File: config.mk
export PLATFORM = sky130hd
export DESIGN_NAME = sorted_timeout_queue_core
export DESIGN_NICKNAME = d
export VERILOG_FILES = /design/src/stq_pkg.sv /design/src/sorted_timeout_queue_core.sv
export SDC_FILE = /design/constraint.sdc
export NUM_CORES = 2
export LEC_CHECK = 0
export BUFFER_PORTS_ARGS = -buffer_cell sky130_fd_sc_hd__buf_4
export CORE_UTILIZATION = 35
export DETAILED_ROUTE_END_ITERATION = 10
export HOLD_SLACK_MARGIN = 0.03
export PLACE_DENSITY = 0.57
export SYNTH_ARGS = -nofsm -noshare
export SYNTH_HDL_FRONTEND = slang
export SYNTH_SLANG_ARGS = --single-unit
File: constraint.sdc
create_clock -name clk_i -period 32.7 [get_ports clk_i]
set_input_delay 1.635 -clock clk_i [delete_from_list [all_inputs] [get_ports clk_i]]
set_output_delay 1.635 -clock clk_i [all_outputs]
set_load 0.03 [all_outputs]
File: src/stq_pkg.sv
// ----------------------------------------------------------------------------
// Sorted timeout queue package
// Sizes, codes and request types shared by the sorted timeout queue.
// ----------------------------------------------------------------------------
`default_nettype none

package stq_pkg;

  localparam int DEPTH       = 16;
  localparam int TIME_BITS   = 48;
  localparam int MAX_RESULTS = 16;
  localparam int IDX_W       = $clog2(DEPTH);
  localparam int CNT_W       = $clog2(DEPTH + 1);
  localparam int RES_W       = $clog2(MAX_RESULTS + 1);
  localparam int DELAY_W     = 37;
  localparam int TAG_W       = 16;

  localparam logic [19:0] US_PER_S = 20'd1000000;

  typedef enum logic [1:0] {
    MODE_SCHEDULE = 2'd0,
    MODE_CANCEL   = 2'd1,
    MODE_EXPIRE   = 2'd2,
    MODE_QUERY    = 2'd3
  } mode_e;

  typedef enum logic [2:0] {
    ST_SCHEDULED = 3'd0,
    ST_FULL      = 3'd1,
    ST_CANCELLED = 3'd2,
    ST_NOT_FOUND = 3'd3,
    ST_EXPIRED   = 3'd4,
    ST_NONE_DUE  = 3'd5,
    ST_WAIT      = 3'd6,
    ST_EMPTY     = 3'd7
  } status_e;

  typedef struct packed {
    mode_e       mode;
    logic [47:0] now_us;
    logic [15:0] delay_s;
    logic [19:0] delay_us;
    logic [15:0] tag;
  } stq_req_t;

  typedef struct packed {
    status_e     status;
    logic [15:0] out_tag;
    logic [47:0] wait_us;
    logic        last;
  } stq_rsp_t;

endpackage

`default_nettype wire

File: src/sorted_timeout_queue_core.sv
// ----------------------------------------------------------------------------
// Sorted timeout queue core
// Holds pending timeouts sorted by deadline and serves schedule, cancel,
// expire and query requests with one shared subtractor under a sequencer.
// ----------------------------------------------------------------------------
// Schedule forms the deadline (multiply, add), then scans past each entry due
// no later than the new one; cancel scans to the matching tag; query reads the
// head. Expire drops due entries in turn; schedule and expire walks use the
// single 48-bit subtractor. A new request is taken only in the idle state.
// Reset clears the entry count and the control state; the deadline and tag
// storage is not cleared and needs no clearing pass.
`default_nettype none

module sorted_timeout_queue_core
  import stq_pkg::*;
(
  input  wire logic     clk_i,
  input  wire logic     rst_ni,
  input  wire logic     in_valid_i,
  output logic          in_stall_o,
  input  wire stq_req_t in_req_i,
  output logic          out_valid_o,
  input  wire logic     out_stall_i,
  output stq_rsp_t      out_rsp_o
);

  typedef enum logic [2:0] {
    S_IDLE,
    S_MUL,
    S_ADD,
    S_SCAN,
    S_CSCAN,
    S_EXP,
    S_QUERY
  } state_e;

  state_e               state_q, state_d;
  stq_req_t             req_q, req_d;
  logic [DELAY_W-1:0]   delay_q, delay_d;
  logic [TIME_BITS-1:0] when_q, when_d;
  logic [CNT_W-1:0]     idx_q, idx_d;
  logic [CNT_W-1:0]     count_q, count_d;
  logic [RES_W-1:0]     n_q, n_d;
  logic                 pend_q, pend_d;
  logic [TAG_W-1:0]     pend_tag_q, pend_tag_d;
  logic                 out_valid_q, out_valid_d;
  stq_rsp_t             out_q, out_d;

  logic [TIME_BITS-1:0] dl_q [DEPTH];
  logic [TAG_W-1:0]     tg_q [DEPTH];

  logic                 ins_en, drop_en;
  logic [IDX_W-1:0]     pos;
  logic [TIME_BITS-1:0] opa, opb;
  logic [TIME_BITS:0]   diff;
  logic                 le;
  logic [TIME_BITS:0]   sum;
  logic                 out_free;
  logic                 exp_due;

  assign in_stall_o  = (state_q != S_IDLE);
  assign out_valid_o = out_valid_q;
  assign out_rsp_o   = out_q;
  assign out_free    = !out_valid_q || !out_stall_i;

  always_comb begin
    unique case (state_q)
      S_SCAN: begin
        opa = dl_q[idx_q[IDX_W-1:0]];
        opb = when_q;
      end
      S_EXP: begin
        opa = dl_q[0];
        opb = req_q.now_us;
      end
      default: begin
        opa = req_q.now_us;
        opb = dl_q[0];
      end
    endcase
    diff = {1'b0, opb} - {1'b0, opa};
    le   = !diff[TIME_BITS];
  end

  assign sum     = {1'b0, req_q.now_us} + (TIME_BITS + 1)'(delay_q);
  assign exp_due = (n_q < RES_W'(MAX_RESULTS)) && (count_q != '0) && le;

  always_comb begin
    state_d     = state_q;
    req_d       = req_q;
    delay_d     = delay_q;
    when_d      = when_q;
    idx_d       = idx_q;
    count_d     = count_q;
    n_d         = n_q;
    pend_d      = pend_q;
    pend_tag_d  = pend_tag_q;
    out_valid_d = out_valid_q && out_stall_i;
    out_d       = out_q;
    ins_en      = 1'b0;
    drop_en     = 1'b0;
    pos         = idx_q[IDX_W-1:0];

    unique case (state_q)
      S_IDLE: begin
        if (in_valid_i) begin
          req_d  = in_req_i;
          idx_d  = '0;
          n_d    = '0;
          pend_d = 1'b0;
          unique case (in_req_i.mode)
            MODE_SCHEDULE: state_d = S_MUL;
            MODE_CANCEL:   state_d = S_CSCAN;
            MODE_EXPIRE:   state_d = S_EXP;
            MODE_QUERY:    state_d = S_QUERY;
          endcase
        end
      end
      S_MUL: begin
        delay_d = DELAY_W'(req_q.delay_s) * DELAY_W'(US_PER_S)
                + DELAY_W'(req_q.delay_us);
        state_d = S_ADD;
      end
      S_ADD: begin
        when_d  = sum[TIME_BITS] ? '1 : sum[TIME_BITS-1:0];
        state_d = S_SCAN;
      end
      S_SCAN: begin
        if (count_q == CNT_W'(DEPTH)) begin
          if (out_free) begin
            out_valid_d = 1'b1;
            out_d       = '{status: ST_FULL, out_tag: req_q.tag, wait_us: '0, last: 1'b1};
            state_d     = S_IDLE;
          end
        end else if (idx_q < count_q && le) begin
          idx_d = idx_q + 1'b1;
        end else if (out_free) begin
          ins_en      = 1'b1;
          count_d     = count_q + 1'b1;
          out_valid_d = 1'b1;
          out_d       = '{status: ST_SCHEDULED, out_tag: req_q.tag, wait_us: '0, last: 1'b1};
          state_d     = S_IDLE;
        end
      end
      S_CSCAN: begin
        if (idx_q < count_q) begin
          if (tg_q[idx_q[IDX_W-1:0]] == req_q.tag) begin
            if (out_free) begin
              drop_en     = 1'b1;
              count_d     = count_q - 1'b1;
              out_valid_d = 1'b1;
              out_d       = '{status: ST_CANCELLED, out_tag: req_q.tag, wait_us: '0,
                              last: 1'b1};
              state_d     = S_IDLE;
            end
          end else begin
            idx_d = idx_q + 1'b1;
          end
        end else if (out_free) begin
          out_valid_d = 1'b1;
          out_d       = '{status: ST_NOT_FOUND, out_tag: req_q.tag, wait_us: '0, last: 1'b1};
          state_d     = S_IDLE;
        end
      end
      S_EXP: begin
        if (exp_due) begin
          if (!pend_q || out_free) begin
            if (pend_q) begin
              out_valid_d = 1'b1;
              out_d       = '{status: ST_EXPIRED, out_tag: pend_tag_q, wait_us: '0,
                              last: 1'b0};
            end
            pend_d     = 1'b1;
            pend_tag_d = tg_q[0];
            drop_en    = 1'b1;
            pos        = '0;
            count_d    = count_q - 1'b1;
            n_d        = n_q + 1'b1;
          end
        end else if (out_free) begin
          out_valid_d = 1'b1;
          if (pend_q) begin
            out_d = '{status: ST_EXPIRED, out_tag: pend_tag_q, wait_us: '0, last: 1'b1};
          end else begin
            out_d = '{status: ST_NONE_DUE, out_tag: '0, wait_us: '0, last: 1'b1};
          end
          state_d = S_IDLE;
        end
      end
      S_QUERY: begin
        if (out_free) begin
          out_valid_d = 1'b1;
          if (count_q == '0) begin
            out_d = '{status: ST_EMPTY, out_tag: '0, wait_us: '0, last: 1'b1};
          end else begin
            out_d = '{status: ST_WAIT, out_tag: '0,
                      wait_us: diff[TIME_BITS] ? '0 : diff[TIME_BITS-1:0], last: 1'b1};
          end
          state_d = S_IDLE;
        end
      end
      default: state_d = S_IDLE;
    endcase
  end

  always_ff @(posedge clk_i or negedge rst_ni) begin
    if (!rst_ni) begin
      state_q     <= S_IDLE;
      req_q       <= '0;
      delay_q     <= '0;
      when_q      <= '0;
      idx_q       <= '0;
      count_q     <= '0;
      n_q         <= '0;
      pend_q      <= 1'b0;
      pend_tag_q  <= '0;
      out_valid_q <= 1'b0;
      out_q       <= '0;
    end else begin
      state_q     <= state_d;
      req_q       <= req_d;
      delay_q     <= delay_d;
      when_q      <= when_d;
      idx_q       <= idx_d;
      count_q     <= count_d;
      n_q         <= n_d;
      pend_q      <= pend_d;
      pend_tag_q  <= pend_tag_d;
      out_valid_q <= out_valid_d;
      out_q       <= out_d;
    end
  end

  for (genvar g = 0; g < DEPTH; g++) begin : g_entry
    always_ff @(posedge clk_i) begin
      if (ins_en) begin
        if (IDX_W'(g) == pos) begin
          dl_q[g] <= when_q;
          tg_q[g] <= req_q.tag;
        end else if (IDX_W'(g) > pos) begin
          if (g > 0) begin
            dl_q[g] <= dl_q[(g > 0) ? g - 1 : 0];
            tg_q[g] <= tg_q[(g > 0) ? g - 1 : 0];
          end
        end
      end else if (drop_en) begin
        if (IDX_W'(g) >= pos && g < DEPTH - 1) begin
          dl_q[g] <= dl_q[(g < DEPTH - 1) ? g + 1 : g];
          tg_q[g] <= tg_q[(g < DEPTH - 1) ? g + 1 : g];
        end
      end
    end
  end

endmodule

`default_nettype wire
# After elaboration in Yosys (flattened, before gate mapping)
# Memories as Yosys holds them, arrays and structs flattened.
# Cells that the tools add are included.
# classes
n_addsub	7
multipliers	1
order_cmp	32
n_eq_ne	48
mux	300
bitwise_logic	60
reduce_logical	27
# ops
cell	n
48-bit 2-to-1 mux	32
68-bit 2-to-1 mux	13
16-bit 2-to-1 mux	30
68-bit case mux with 4 select lines	1
48-bit case mux with 2 select lines	2
1-bit 2-to-1 mux	187
66-bit 2-to-1 mux	2
5-bit 2-to-1 mux	15
1-bit bitwise OR	60
48-bit by 37-bit adder with 49-bit output	1
48-bit by 48-bit subtractor with 49-bit output	1
36-bit by 20-bit adder with 37-bit output	1
4-bit == test (first input constant)	8
4-bit greater-than comparator (first input constant)	8
16-bit by 14-bit multiplier with 30-bit output (second input constant)	1
5-bit case mux with 3 select lines	2
4-bit >= comparator (first input constant)	7
3-bit inequality test (second input constant)	9
2-bit inequality test (second input constant)	13
3-bit 2-to-1 mux	7
3-bit case mux with 7 select lines	1
16-bit == test	1
3-bit by 4-bit == test with 1-bit output (first input constant)	4
3-bit by 4-bit >= comparator with 1-bit output (first input constant)	4
39 further kinds	65
# totals
ff_bits	289
ram_bits	1024
inputBits	106
output_inout_bits	70
wordCells	494
memories	2
# memory_table
name	words	word_bits	read_ports	rd_ports_with_merged_regs	wr	line_no	source
dl_q	16	48	17	0	16	sorted_timeout_queue_core.sv:49	logic [TIME_BITS-1:0] dl_q [DEPTH];
tg_q	16	16	17	0	16	sorted_timeout_queue_core.sv:50	logic [TAG_W-1:0] tg_q [DEPTH];

# Longest topological paths before layout
# logic_depth
ltp_word	14
mapped_depth	27
ltp_nobuf	21

# Worst setup path after synthesis
# Ideal clock, no wire load.
# synth_path
path_type	register to register
startpoint	register idx_q[0]
endpoint	memory dl_q[1][0], enable pin
setup_ps	574
t_arrival_ps	10512
t_required_ps	32126
path_slack_ps	21613
path_stages_with_launch	22
path_buffers	9
synth_period_minus_slack_ps	11087
cell_sequence	dfrtp_1 > buf_2 > buf_4 > buf_2 > buf_4 > clkbuf_1 > clkbuf_1 > buf_1 > mux4_2 > mux4_2 > a21oi_1 > ha_1 > nand2_1 > or4b_2 > o21ai_0 > a31oi_1 > o21ai_2 > a21oi_1 > o41a_1 > buf_4 > buf_2 > o21ai_0
# synth_rtl
item	line_no	source
start: declaration	sorted_timeout_queue_core.sv:41	logic [CNT_W-1:0] idx_q, idx_d;
start signal: assignment	sorted_timeout_queue_core.sv:224	idx_q <= idx_d;
end: declaration	sorted_timeout_queue_core.sv:49	

==> results.sh <==
export IMPL_ctsResizeCount=0
export IMPL_end_kind="flip-flop"
export IMPL_fp_dieW_microns=485.6
export IMPL_via_per_inst=6.175
export IMPL_die_h_microns=485.6
export IMPL_antenna_found_initial=7
export IMPL_synth_seq_cells=1313
export IMPL_finalSetupTns_ns=0
export IMPL_ys_types=84
export IMPL_placed_cell_area_sq_um=86070
export IMPL_firstDrtPassIters=8
export IMPL_hold_buffers=0
export IMPL_path_class="reg2reg"
export IMPL_wl_met3_microns=36120
export IMPL_period_needed_ns=10.56
export IMPL_seq_area_frac_synth_pct=46.40
export IMPL_totalWireLength_microns=309500
export IMPL_run_status="finished, final reports clean"
export IMPL_critical_path_required_ns=33.14
export IMPL_crit_path_max_incr_delay_ns=0.89
export IMPL_yosys_warnings=0
export IMPL_final_antenna_net_count=0
export IMPL_grt_overflow_total=0
export IMPL_synth_edf_count=1024
export IMPL_fin_area_sq_um=91160
export IMPL_max_freq_mhz=94.67
export IMPL_hpwl_microns=186500
export IMPL_hold_violations=0
export IMPL_avgSynthCellArea_sq_um=10.98
export IMPL_grt_setup_unrepaired="false"
export IMPL_insertion_delay_ns=0.84
export IMPL_crit_chain="nand2_1, nor2_4, buf_4, nor2_4, buf_12, a22o_1, a21oi_1, ha_1, nand2_1, or4b_2, o21ai_0, a31oi_1, o21ai_2, a21oi_1, o41a_2, inv_4, nand3_4, nand2b_4, buf_4"
export IMPL_gp_congestion=0.9285
export IMPL_area_growth_pct=11.38
export IMPL_post_cts_buffers=0
export IMPL_drt_iter0_markers=8555
export IMPL_report_final_slew_viol_count=0
export IMPL_core_area_sq_um=232500
export IMPL_drive_above_1_share_pct=22.47
export IMPL_io_pins=176
export IMPL_grtUsageTotal_pct=25.72
export IMPL_synth_top_area_share_pct=37.57
export IMPL_synth_xor_area_share_pct=1.712
export IMPL_wl_met1_microns=120400
export IMPL_cts_sinks=1313
export IMPL_wl_met2_microns=139600
export IMPL_worstPathArrival_ns=11.00
export IMPL_synth_ff_type="edfxtp_1"
export IMPL_cp_slowest_cell="nand3_4"
export IMPL_grt_pass1_wl_microns=447100
export IMPL_synth_cells=7456
export IMPL_async_flop_share_pct=22.01
export IMPL_rows=177
export IMPL_critPathLaunchType="flip-flop"
export IMPL_start_util_pct=35.20
export IMPL_finalSetupViolations=0
export IMPL_yosys_area_top_type="edfxtp_1"
export IMPL_synthAdderAreaFrac_pct=4.699
export IMPL_grt_max_degree=97
export IMPL_avgRoutedWirePerCell_microns=29.54
export IMPL_hold_class="reg2reg"
export IMPL_yosys_area_share_simple_pct=10.82
export IMPL_cts_tree="yes"
export IMPL_drc_errors=0
export IMPL_vias=64700
export IMPL_first_global_vias=62980
export IMPL_fin_nets=7678
export IMPL_worst_path_max_fanout=96
export IMPL_maxCapViolCount=0
export IMPL_mappedNetlistArea_sq_um=81850
export IMPL_synth_mux_area_share_pct=21.32
export IMPL_clk_transition_reported_paths_ns=0.06
export IMPL_synth_nets=7834
export IMPL_tightest_slew_ns=1.355
export IMPL_synth_top_family_by_area="multiplexers"
export IMPL_cts_buffers=157
export IMPL_synth_compound_area_share_pct=11.05
export IMPL_ctsRootBufferMaster="clkbuf_16"
export IMPL_dieArea_sq_um=235800
export IMPL_io_buffer_count=175
export IMPL_fin_crit_sh_pct=32.30
export IMPL_route_top_layer_used="met5"
export IMPL_clock_skew_ns=0.05942
export IMPL_relSlewSlack_pct=9.483
export IMPL_cts_buffer_depth=3
export IMPL_synth_area_leaders="edfxtp_1, mux2_2, dfrtp_1"
export IMPL_htree_levels=4
-- metrics by stage --
stage                     hold WS [ns]  std cells  util, %  setup slack [ns]
after floorplan                 0.4348       7456        -             21.61
after global placement          0.4558      10180    37.01             22.61
after detailed placement        0.4635      10180    37.01             22.53
after CTS                       0.4775      10480    39.20             22.51
after global routing            0.4961      10480    39.20             22.02
final                           0.4756      10480    39.20             22.14
-- layout by cell type, fill, tap and decap left out, types with 110 or more instances in the layout --
cell,instances
a22o_1,110
nor2_1,636
buf_4,316
nand2_1,1297
mux2i_1,237
inv_1,151
dfrtp_1,285
mux4_2,296
ha_1,213
a31oi_1,496
mux2_2,742
clkbuf_16,158
a21oi_1,303
o21ai_0,202
edfxtp_1,1024
-- cells by family (layout without fill, tap and decap cells) --
group / Yosys count / in the layout
simple gates: 2210 / 2210
compound gates: 1430 / 1430
flops: 1313 / 1313
mux: 1280 / 1280
buf+inv: 791 / 768
fa+ha+maj: 272 / 272
xor+xnor: 160 / 160
other cells: 0 / 1
-- routing by layer --
metal  GRT usage, %  up-vias
met1          34.24    32590
met2          40.15     4156
li1               -    27240
met3          6.191      711
met4          10.24        2
met5              0        -
-- worst max-delay path, delay by kind of cell, from the launching register on --
family                   cells  cell delay (ns)
AO/OA/AOI/OAI                7             3.24
buffers and inverters        4             2.32
AND/OR/NAND/NOR              7             3.39
flip-flops                   1             0.67
adder cells (fa/ha/maj)      1             0.30
-- synthesized netlist by cell type, drive strengths merged (110+ instances only) --
| library cell | instances |
|---|---|
| mux2i | 237 |
| a21oi | 326 |
| mux4 | 296 |
| o21ai | 213 |
| ha | 213 |
| a22o | 110 |
| inv | 152 |
| nor2 | 643 |
| a31oi | 500 |
| dfrtp | 289 |
| nand2 | 1301 |
| edfxtp | 1024 |
| clkbuf | 480 |
| buf | 157 |
| mux2 | 747 |
-- path summary, 6_finish.rpt --
path,startpoint,endpoint,slack (ns),cells after the start
worst max-delay path,state_q[1],dl_q[0][37],22.14,19
worst min-delay path,pend_tag_q[13],pend_tag_q[13],0.48,2
worst max register to register,state_q[1],dl_q[0][37],22.14,19
worst min register to register,pend_tag_q[13],pend_tag_q[13],0.48,2
max in group asynchronous,rst_ni,out_rsp_o[58],29.07,4
min in group asynchronous,rst_ni,req_q[76],0.79,1
-- layout make-up --
| cell class | instances | area [sq um] |
|---|---|---|
| multi-input cells | 5352 | 41190 |
| clock buffers | 227 | 4343 |
| diodes | 1 | 2.502 |
| flip-flops and latches | 1313 | 38000 |
| fillers | 22370 | 141400 |
| repair buffers | 322 | 2487 |
| clock inverters | 65 | 750.7 |
| inverters | 154 | 580.6 |
| well taps | 3043 | 3807 |
-- state kept, by name, indices dropped and copies added, names as in the netlist, 3 cells and up --
name,cells
dl_q,768
tg_q,256
req_q,100
out_rsp_o,68
when_q,48
delay_q,37
pend_tag_q,16
count_q,5
idx_q,5
n_q,5
state_q,3
Power is not shown: default switching activity piles up to over one toggle a cycle in this logic, so the estimate is an artifact.
